==> src/hw/rtl/sffe_pkg.sv <==
// Shared types and constants for the single-frequency filter envelope block.
package sffe_pkg;

	// Default widths of the sample and of the resonator state
	localparam int SAMPLE_BITS_DEF = 16;
	localparam int STATE_BITS_DEF  = 32;

	// Fixed widths of the coefficient, output and configuration port
	localparam int COEF_W     = 16;
	localparam int Q_FRAC     = 15;
	localparam int ENV_W      = 48;
	localparam int SQ_OP_W    = 32;
	localparam int CFG_IDX_W  = 2;
	localparam int CFG_DATA_W = 16;

	// Register indexes
	localparam logic [CFG_IDX_W-1:0] REG_POLE_COS = 2'd0;
	localparam logic [CFG_IDX_W-1:0] REG_POLE_SIN = 2'd1;
	localparam logic [CFG_IDX_W-1:0] REG_DIFF     = 2'd2;

	// Multiply step codes of the recursion
	localparam logic [1:0] STEP_COS_RE = 2'd0;
	localparam logic [1:0] STEP_SIN_IM = 2'd1;
	localparam logic [1:0] STEP_COS_IM = 2'd2;
	localparam logic [1:0] STEP_SIN_RE = 2'd3;

	// Commands from the controller to the datapath
	typedef struct packed {
		logic       accept;   // take a new sample
		logic       clear;    // start of signal: clear filter state
		logic       mul;      // one coefficient product this cycle
		logic [1:0] step;     // which product
		logic       update;   // round, add drive, saturate, write state
		logic       sq_imag;  // square the imaginary part (else real)
		logic       sq_first; // hold the first square
		logic       load_out; // load the output register
		logic       zero_out; // result is zero (start of signal)
	} cmd_t;

endpackage

==> src/hw/rtl/sffe_ctrl.sv <==
// Controller state machine: sequences accept, recursion, squaring and output.
module sffe_ctrl (
	input  logic             clk,
	input  logic             arst_n,
	input  logic             in_valid,
	output logic             in_ready,
	input  logic             start_of_signal,
	output logic             out_valid,
	input  logic             out_ready,
	output sffe_pkg::cmd_t   cmd
);

	localparam logic [2:0] S_IDLE = 3'd0;
	localparam logic [2:0] S_MUL  = 3'd1;
	localparam logic [2:0] S_UPD  = 3'd2;
	localparam logic [2:0] S_SQR  = 3'd3;
	localparam logic [2:0] S_OUT  = 3'd4;

	logic [2:0] state_q;
	logic [1:0] step_q;
	logic       start_q;
	logic       out_valid_q;
	logic       slot_free;

	assign slot_free = !out_valid_q || out_ready;
	assign in_ready  = (state_q == S_IDLE);
	assign out_valid = out_valid_q;

	// Command decode
	always_comb begin
		cmd          = '0;
		cmd.step     = step_q;
		cmd.zero_out = start_q;
		case (state_q)
			S_IDLE: begin
				cmd.accept = in_valid;
				cmd.clear  = in_valid && start_of_signal;
			end
			S_MUL:   cmd.mul = 1'b1;
			S_UPD:   cmd.update = 1'b1;
			S_SQR:   cmd.sq_first = 1'b1;
			S_OUT: begin
				cmd.sq_imag  = 1'b1;
				cmd.load_out = slot_free;
			end
			default: cmd = '0;
		endcase
	end

	// State register
	always_ff @(posedge clk or negedge arst_n) begin
		if (!arst_n) begin
			state_q <= S_IDLE;
			step_q  <= '0;
			start_q <= 1'b0;
		end else begin
			case (state_q)
				S_IDLE: begin
					if (in_valid) begin
						start_q <= start_of_signal;
						step_q  <= sffe_pkg::STEP_COS_RE;
						state_q <= start_of_signal ? S_OUT : S_MUL;
					end
				end
				S_MUL: begin
					step_q <= step_q + 2'd1;
					if (step_q == sffe_pkg::STEP_SIN_RE) begin
						state_q <= S_UPD;
					end
				end
				S_UPD:   state_q <= S_SQR;
				S_SQR:   state_q <= S_OUT;
				S_OUT: begin
					if (slot_free) begin
						state_q <= S_IDLE;
					end
				end
				default: state_q <= S_IDLE;
			endcase
		end
	end

	// Output valid flag: set on load, cleared when the beat is taken
	always_ff @(posedge clk or negedge arst_n) begin
		if (!arst_n) begin
			out_valid_q <= 1'b0;
		end else if (cmd.load_out) begin
			out_valid_q <= 1'b1;
		end else if (out_ready) begin
			out_valid_q <= 1'b0;
		end
	end

	// Never overwrite a result that is still waiting
	a_load_free: assert property (@(posedge clk) disable iff (!arst_n)
		cmd.load_out |-> (!out_valid_q || out_ready))
		else $error("output register overwritten");

	// A start beat skips the recursion
	a_start_skip: assert property (@(posedge clk) disable iff (!arst_n)
		(in_valid && in_ready && start_of_signal) |=> (state_q == S_OUT))
		else $error("start beat entered recursion");

	// The product sequence always begins at the first step
	a_mul_first: assert property (@(posedge clk) disable iff (!arst_n)
		(in_valid && in_ready && !start_of_signal) |=>
			(state_q == S_MUL && step_q == sffe_pkg::STEP_COS_RE))
		else $error("recursion started mid-sequence");

endmodule

==> src/hw/rtl/sffe_dp.sv <==
// Datapath: difference, shared coefficient multiplier, state update, envelope.
module sffe_dp #(
	parameter int SAMPLE_BITS = sffe_pkg::SAMPLE_BITS_DEF,
	parameter int STATE_BITS  = sffe_pkg::STATE_BITS_DEF
) (
	input  logic                                    clk,
	input  logic                                    arst_n,
	input  sffe_pkg::cmd_t                          cmd,
	input  logic signed [SAMPLE_BITS-1:0]           audio_sample,
	input  logic signed [sffe_pkg::COEF_W-1:0]      pole_cos,
	input  logic signed [sffe_pkg::COEF_W-1:0]      pole_sin,
	input  logic                                    diff_en,
	output logic [sffe_pkg::ENV_W-1:0]              envelope_power
);

	localparam int DRV_W  = SAMPLE_BITS + 1;
	localparam int PROD_W = sffe_pkg::COEF_W + STATE_BITS;
	localparam int ACC_W  = PROD_W + 1;
	localparam int RND_W  = ACC_W - sffe_pkg::Q_FRAC;
	localparam int NR_W   = RND_W + 1;
	localparam int MAG_W  = (STATE_BITS > sffe_pkg::SQ_OP_W) ? STATE_BITS
		: sffe_pkg::SQ_OP_W + 1;
	localparam int SQ_W   = 2 * sffe_pkg::SQ_OP_W;

	logic signed [SAMPLE_BITS-1:0] prev_q;
	logic signed [STATE_BITS-1:0]  real_q;
	logic signed [STATE_BITS-1:0]  imag_q;
	logic signed [DRV_W-1:0]       drive_q;
	logic signed [ACC_W-1:0]       acc_r_q;
	logic signed [ACC_W-1:0]       acc_i_q;
	logic [SQ_W-1:0]               sq_q;
	logic                          ovf_q;
	logic [sffe_pkg::ENV_W-1:0]    env_q;

	logic signed [DRV_W-1:0]       x_ext;
	logic signed [DRV_W-1:0]       drive;
	logic signed [sffe_pkg::COEF_W-1:0] coef_op;
	logic signed [STATE_BITS-1:0]  st_op;
	logic signed [PROD_W-1:0]      prod;
	logic signed [ACC_W-1:0]       prod_ext;

	// Drive value: first difference or raw sample
	assign x_ext = {audio_sample[SAMPLE_BITS-1], audio_sample};
	assign drive = diff_en ? (x_ext - {prev_q[SAMPLE_BITS-1], prev_q}) : x_ext;

	// Shared coefficient multiplier: odd steps use sin, middle steps use imag
	assign coef_op  = cmd.step[0] ? pole_sin : pole_cos;
	assign st_op    = (cmd.step[0] ^ cmd.step[1]) ? imag_q : real_q;
	assign prod     = coef_op * st_op;
	assign prod_ext = {prod[PROD_W-1], prod};

	// Round half up, add drive, saturate
	logic signed [ACC_W-1:0]  acc_r_rnd;
	logic signed [ACC_W-1:0]  acc_i_rnd;
	logic signed [NR_W-1:0]   nr;
	logic signed [NR_W-1:0]   ni;
	logic signed [STATE_BITS-1:0] nr_sat;
	logic signed [STATE_BITS-1:0] ni_sat;
	logic signed [STATE_BITS-1:0] st_max;
	logic signed [STATE_BITS-1:0] st_min;

	assign acc_r_rnd = acc_r_q + (ACC_W'(1) <<< (sffe_pkg::Q_FRAC - 1));
	assign acc_i_rnd = acc_i_q + (ACC_W'(1) <<< (sffe_pkg::Q_FRAC - 1));
	assign nr = {acc_r_rnd[ACC_W-1], acc_r_rnd[ACC_W-1:sffe_pkg::Q_FRAC]}
		+ {{(NR_W-DRV_W){drive_q[DRV_W-1]}}, drive_q};
	assign ni = {acc_i_rnd[ACC_W-1], acc_i_rnd[ACC_W-1:sffe_pkg::Q_FRAC]};
	assign st_max = {1'b0, {(STATE_BITS-1){1'b1}}};
	assign st_min = {1'b1, {(STATE_BITS-1){1'b0}}};

	always_comb begin
		if ((&nr[NR_W-1:STATE_BITS-1]) || !(|nr[NR_W-1:STATE_BITS-1])) begin
			nr_sat = nr[STATE_BITS-1:0];
		end else begin
			nr_sat = nr[NR_W-1] ? st_min : st_max;
		end
		if ((&ni[NR_W-1:STATE_BITS-1]) || !(|ni[NR_W-1:STATE_BITS-1])) begin
			ni_sat = ni[STATE_BITS-1:0];
		end else begin
			ni_sat = ni[NR_W-1] ? st_min : st_max;
		end
	end

	// Magnitude and square of one state part
	logic signed [STATE_BITS-1:0] sq_src;
	logic [STATE_BITS-1:0]        mag;
	logic [MAG_W-1:0]             mag_ext;
	logic                         mag_ovf;
	logic [SQ_W-1:0]              sq;
	logic [SQ_W:0]                sq_sum;
	logic [sffe_pkg::ENV_W-1:0]   env;

	assign sq_src  = cmd.sq_imag ? imag_q : real_q;
	assign mag     = sq_src[STATE_BITS-1] ? (-sq_src) : sq_src;
	assign mag_ext = MAG_W'(mag);
	assign mag_ovf = |mag_ext[MAG_W-1:sffe_pkg::SQ_OP_W];
	assign sq      = mag_ext[sffe_pkg::SQ_OP_W-1:0] * mag_ext[sffe_pkg::SQ_OP_W-1:0];
	assign sq_sum  = {1'b0, sq_q} + {1'b0, sq};

	always_comb begin
		if (cmd.zero_out) begin
			env = '0;
		end else if (ovf_q || mag_ovf || sq_sum[SQ_W]) begin
			env = '1;
		end else begin
			env = sq_sum[SQ_W-1:16];
		end
	end

	// Filter state and previous sample
	always_ff @(posedge clk or negedge arst_n) begin
		if (!arst_n) begin
			prev_q <= '0;
			real_q <= '0;
			imag_q <= '0;
		end else begin
			if (cmd.accept) begin
				prev_q <= audio_sample;
			end
			if (cmd.clear) begin
				real_q <= '0;
				imag_q <= '0;
			end else if (cmd.update) begin
				real_q <= nr_sat;
				imag_q <= ni_sat;
			end
		end
	end

	// Working registers
	always_ff @(posedge clk) begin
		if (cmd.accept) begin
			drive_q <= drive;
		end
		if (cmd.mul) begin
			case (cmd.step)
				sffe_pkg::STEP_COS_RE: acc_r_q <= prod_ext;
				sffe_pkg::STEP_SIN_IM: acc_r_q <= acc_r_q - prod_ext;
				sffe_pkg::STEP_COS_IM: acc_i_q <= prod_ext;
				sffe_pkg::STEP_SIN_RE: acc_i_q <= acc_i_q + prod_ext;
				default:               acc_i_q <= acc_i_q;
			endcase
		end
		if (cmd.sq_first) begin
			sq_q  <= sq;
			ovf_q <= mag_ovf;
		end
		if (cmd.load_out) begin
			env_q <= env;
		end
	end

	assign envelope_power = env_q;

	// A start beat leaves the resonator cleared
	a_clear: assert property (@(posedge clk) disable iff (!arst_n)
		cmd.clear |=> (real_q == '0 && imag_q == '0))
		else $error("state not cleared on start");

endmodule

==> src/hw/rtl/single_frequency_filter_envelope.sv <==
// Top level: configuration registers, controller and datapath.
// A normal sample passes through accept, four products on the shared 16xSTATE_BITS
// multiplier, state update and two squares on the 32x32 multiplier before its result
// is loaded; a start-of-signal sample skips the recursion and loads a zero result.
// No new sample is taken until the previous result is loaded, which waits for a free output register.
// Reset clears filter state, previous sample, coefficients; differencing is on.
module single_frequency_filter_envelope #(
	parameter int SAMPLE_BITS = sffe_pkg::SAMPLE_BITS_DEF,
	parameter int STATE_BITS  = sffe_pkg::STATE_BITS_DEF
) (
	input  logic                                 clk,
	input  logic                                 arst_n,
	input  logic                                 in_valid,
	output logic                                 in_ready,
	input  logic signed [SAMPLE_BITS-1:0]        audio_sample,
	input  logic                                 start_of_signal,
	output logic                                 out_valid,
	input  logic                                 out_ready,
	output logic [sffe_pkg::ENV_W-1:0]           envelope_power,
	input  logic                                 cfg_valid,
	output logic                                 cfg_ready,
	input  logic [sffe_pkg::CFG_IDX_W-1:0]       cfg_index,
	input  logic [sffe_pkg::CFG_DATA_W-1:0]      cfg_data
);

	logic signed [sffe_pkg::COEF_W-1:0] pole_cos_q;
	logic signed [sffe_pkg::COEF_W-1:0] pole_sin_q;
	logic                               diff_q;
	sffe_pkg::cmd_t                     cmd;

	assign cfg_ready = 1'b1;

	// Configuration registers; unknown indexes are ignored
	always_ff @(posedge clk or negedge arst_n) begin
		if (!arst_n) begin
			pole_cos_q <= '0;
			pole_sin_q <= '0;
			diff_q     <= 1'b1;
		end else if (cfg_valid) begin
			case (cfg_index)
				sffe_pkg::REG_POLE_COS: pole_cos_q <= cfg_data;
				sffe_pkg::REG_POLE_SIN: pole_sin_q <= cfg_data;
				sffe_pkg::REG_DIFF:     diff_q     <= cfg_data[0];
				default:                diff_q     <= diff_q;
			endcase
		end
	end

	sffe_ctrl u_ctrl (
		.clk             (clk),
		.arst_n          (arst_n),
		.in_valid        (in_valid),
		.in_ready        (in_ready),
		.start_of_signal (start_of_signal),
		.out_valid       (out_valid),
		.out_ready       (out_ready),
		.cmd             (cmd)
	);

	sffe_dp #(
		.SAMPLE_BITS (SAMPLE_BITS),
		.STATE_BITS  (STATE_BITS)
	) u_dp (
		.clk            (clk),
		.arst_n         (arst_n),
		.cmd            (cmd),
		.audio_sample   (audio_sample),
		.pole_cos       (pole_cos_q),
		.pole_sin       (pole_sin_q),
		.diff_en        (diff_q),
		.envelope_power (envelope_power)
	);

endmodule

==> config.mk <==
export PLATFORM = sky130hd
export DESIGN_NAME = single_frequency_filter_envelope
export DESIGN_NICKNAME = d
export VERILOG_FILES = /design/src/hw/rtl/sffe_pkg.sv /design/src/hw/rtl/sffe_ctrl.sv /design/src/hw/rtl/sffe_dp.sv /design/src/hw/rtl/single_frequency_filter_envelope.sv
export SDC_FILE = /design/constraint.sdc
export NUM_CORES = 2
export LEC_CHECK = 0
export BUFFER_PORTS_ARGS = -buffer_cell sky130_fd_sc_hd__buf_2
export CAP_MARGIN = 15
export CELL_PAD_IN_SITES_DETAIL_PLACEMENT = 1
export CELL_PAD_IN_SITES_GLOBAL_PLACEMENT = 1
export CORE_MARGIN = 8
export CORE_UTILIZATION = 47
export CTS_BUF_LIST = sky130_fd_sc_hd__clkbuf_4 sky130_fd_sc_hd__clkbuf_8 sky130_fd_sc_hd__clkbuf_16
export DETAILED_ROUTE_END_ITERATION = 10
export MAX_ROUTING_LAYER = met4
export PLACE_DENSITY = 0.76
export SYNTH_ARGS = -nofsm -noshare
export SYNTH_HDL_FRONTEND = slang
export SYNTH_SLANG_ARGS = --single-unit
==> constraint.sdc <==
create_clock -name clk -period 13.7 [get_ports clk]
set_input_delay 0.685 -clock clk [delete_from_list [all_inputs] [get_ports clk]]
set_output_delay 0.685 -clock clk [all_outputs]
set_load 0.03 [all_outputs]
==> results by stage <==
Drt:
- The average wire per cell in the routed design is 23.8 um.
- The first detailed-routing pass ran for 5 iterations.
- In the routed layout, each cell is associated on average with a via count of 5.66.
- The routed wire length is 238 mm.
- The routed layout has 56.6k vias.
- The post-detailed-route count of antenna-violating nets is 0.
- The DRC violations left is 0.
- For this block, the initial DRC count from the detailed router was 3500.

Yosys:
- After synthesis the netlist holds a flip-flop and latch count of 345.
- For this run, the register share of the synthesized area comes to 13.5%.
- After synthesis, the most frequently instantiated cells are inv_1, fa_1, nand2_1, ha_1, nor2_1.
- Ranked by total cell area, the synthesized netlist is headed by fa_1, ha_1, edfxtp_1.
- The number of different library cells used by synthesis comes to 99.
- The netlist area before placement is 72000 sq um.
- The number of warnings reported in the yosys synthesis log is 0.
- The cell taking the most area after synthesis is fa_1.
- The commonest register cell after synthesis is edfxtp_1.
- Summed over its instances, the top area cell type makes up 35.7% of the synthesized netlist area.
- The average instance in the mapped netlist occupies 9.12 sq um.
- The number of enable flip-flop cells after synthesis is 225.
- The number of instances in the synthesized netlist is 7899.
- Of all flip-flops after synthesis, the portion carrying an async set or reset was 34.8%.
- Among all cell types in the netlist, the one instantiated most often is inv_1.

Die:
- 91 I/O pins were placed.
- The floorplan has 143 rows.
- The width of the chip is 408 um.
- The starting density of the core is 47.4%.
- The die area is 166000 sq um.
- The core region is 152000 sq um.
- The y dimension of the die is 408 um.

Timing:
- The transition time of the tightest slew-check pin is 1.18 ns.
- Setup violations remaining at the end of the flow were counted as 0.
- Setup repair after global routing left no endpoint under its margin.
- In the post-route analysis, the smallest setup slack over all paths is 0.538 ns.
- The number of pins with negative max-slew slack in the final report came to 0.
- Across the routed clock network, the largest skew measured is 0.0460 ns.
- The minimum clock period is 13.16 ns.
- The worst slack on hold paths is 0.274 ns.
- The fmax is 0.0760 GHz.
- The fraction of the cycle the final worst path needs is 96.1%.
- The final count of hold timing violations is 0.
- The relative max-transition margin is 19.3%.

Placement:
- Timing analysis after detailed placement gives a worst setup slack of -0.258 ns.
- Counting tap cells, the placed design contains a total of 9907 instances.
- The congestion estimate from routability-driven global placement came to 0.970.
- The standard cell area after detailed placement is 75400 sq um.
- Buffers placed on the I/O ports in this run total 89.
- Detailed placement ended at an HPWL of 197 mm.

Global routing:
- Global routing used 29.0% of the available tracks.
- The via count of the first global-routing pass is 63.4k.
- The initial antenna violation count is 3.
- The remaining global-route overflow is 0.
- Entering global routing, the biggest net connects 92 pins.
- The first-pass GRT wire length is 370 mm.

Finish:
- The multi-input combinational cells in the finished layout cover a total of 55500 sq um.
- The post-layout net count is 9865.
- The area taken by flip-flops and latches is 9760 sq um.
- The relative area change from synthesis to final layout is 7.21%.
- The finished cells cover 77200 sq um.
- The layout has 17.6k filler cells.
- The final cell count without fillers is 10.0k.
- The share of final-layout standard cells stronger than drive strength 1 is 6.90%.

Worst setup path:
- The kind of capture point of the worst setup path is a register.
- On the worst path, the slowest cell contributes a delay of 0.57 ns.
- The count of buffer and inverter cells on the critical path is 10.
- The kind of cell adding the most delay to the critical path is adder cells.
- The worst setup path is of the register to register kind.
- The logic depth of the worst path, buffers included is 53.
- The worst path required time is 14.04 ns.
- The cell with the largest stage delay on the worst path is fa_1.
- The signal arrival time at the worst endpoint is 13.50 ns.
- Along the worst path, the maximum fanout reaches 24.
- The startpoint type of the worst setup path is a register.
- The most numerous cell type found on the critical path is fa_1.
- The number of cells on the worst reg-to-reg path is 53.

Clocking:
- The clock slew at the register clock pins of the worst setup and hold paths is 0.06 ns.
- The number of buffers inserted during clock tree synthesis is 44.
- The H-tree depth is 2.
- The cell at the root of the clock tree is clkbuf_16.
- The clock latency on the worst-skew pair is 0.66 ns.
- Clock tree synthesis found a total of 345 sinks.
- No sink is reached through more buffers than the 3 on the longest clock path.
- TritonCTS built the clock tree.

Hold path:
- The path class of the tightest hold or removal check is primary input to register.
- The cell depth of the worst min-delay path is 2.

Run:
- Across the run, the number of max-cap violations was 0.

Outcome:
- The run finished with clean final reports.
==> per-layer routing <==
layer / global-route usage, % / part of all wire, %
met2: 49.9 / 50
met3: 3.16 / 5.3
met1: 35.4 / 40
met4: 10.9 / 4.6
met5: - / 0
==> final cells by class <==
cell class	instances	area share, %
multi-input cells	5657	71.9
flip-flops and latches	345	12.6
inverters	1638	7.96
well taps	2030	3.29
repair buffers	246	2.23
clock buffers	59	1.67
clock inverters	23	0.340
diodes	3	0.00972
==> kinds of logic after synthesis <==
family | synth area share (%)
other cells | 0.0104
xor+xnor | 4.91
buf+inv | 10.1
fa+ha+maj | 46.3
simple gates | 11.5
flops | 13.5
compound gates | 10.9
mux | 2.71
==> worst paths after layout <==
path | start | end | slack (ns)
worst min register to register | pole_cos_q[15] | pole_cos_q[15] | 0.50
min in group asynchronous | arst_n | pole_cos_q[15] | 0.55
max in group asynchronous | arst_n | u_dp.prev_q[13] | 11.72
worst max-delay path | u_ctrl.state_q[0] | u_dp.envelope_power[11] | 0.54
worst min-delay path | cfg_data[6] | pole_cos_q[6] | 0.27
worst max register to register | u_ctrl.state_q[0] | u_dp.envelope_power[11] | 0.54
==> flip-flops by register name (all words and copies together), names as in the netlist <==
| signal | count |
|---|---|
| diff_q | 1 |
| pole_cos_q | 16 |
| pole_sin_q | 16 |
| u_ctrl.out_valid | 1 |
| u_ctrl.start_q | 1 |
| u_ctrl.state_q | 3 |
| u_ctrl.step_q | 2 |
| u_dp.acc_i_q | 49 |
| u_dp.acc_r_q | 49 |
| u_dp.drive_q | 17 |
| u_dp.envelope_power | 48 |
| u_dp.imag_q | 32 |
| u_dp.prev_q | 16 |
| u_dp.real_q | 32 |
| u_dp.sq_q | 62 |
==> stage by stage <==
stage | TNS [ns] | util [%]
floorplan | 0 | -
global route | 0 | 50.8
detailed placement | -9.12 | 49.6
global placement | 0 | 49.6
CTS | 0 | 50.6
finish | 0 | 50.8
==> worst register-to-register path: cells and delay by family, from the launching register on <==
kind                     cells  cell delay (ns)
adder cells (fa/ha/maj)     11             4.52
AO/OA/AOI/OAI               20             4.03
AND/OR/NAND/NOR              9             2.12
buffers and inverters       10             1.21
XOR/XNOR                     3             0.64
flip-flops                   1             0.38
==> cell usage in the layout, fill, tap and decap left out, types with 22 or more instances in the layout <==
| cell | count |
|---|---|
| mux2i_1 | 76 |
| a21oi_1 | 383 |
| a21o_1 | 207 |
| xnor2_1 | 211 |
| nand3_1 | 96 |
| buf_2 | 88 |
| inv_1 | 1621 |
| nor2b_1 | 45 |
| conb_1 | 27 |
| and3_1 | 47 |
| and2_1 | 31 |
| clkbuf_16 | 47 |
| o21a_1 | 41 |
| a31oi_1 | 29 |
| nand2b_1 | 42 |
| buf_4 | 147 |
| nand4_1 | 63 |
| fa_1 | 1285 |
| o21bai_1 | 50 |
| xor2_1 | 170 |
| dfrtp_1 | 119 |
| o31ai_1 | 23 |
| o211ai_1 | 22 |
| o21ai_0 | 284 |
| edfxtp_1 | 225 |
| nor2_1 | 565 |
| nand2_1 | 854 |
| a211oi_1 | 31 |
| ha_1 | 599 |
| mux2_2 | 88 |
| nor3_1 | 59 |
==> repair_timing <==
item,in CTS,in global routing
pin swaps,0,8
hold buffers,1,0
gates resized for setup,5,41
hold endpoints to repair,53,0
cloned,0,1
setup endpoints to repair,48,48
setup buffers,0,7
Power is not shown: default switching activity piles up to over one toggle a cycle in this logic, so the estimate is an artifact.
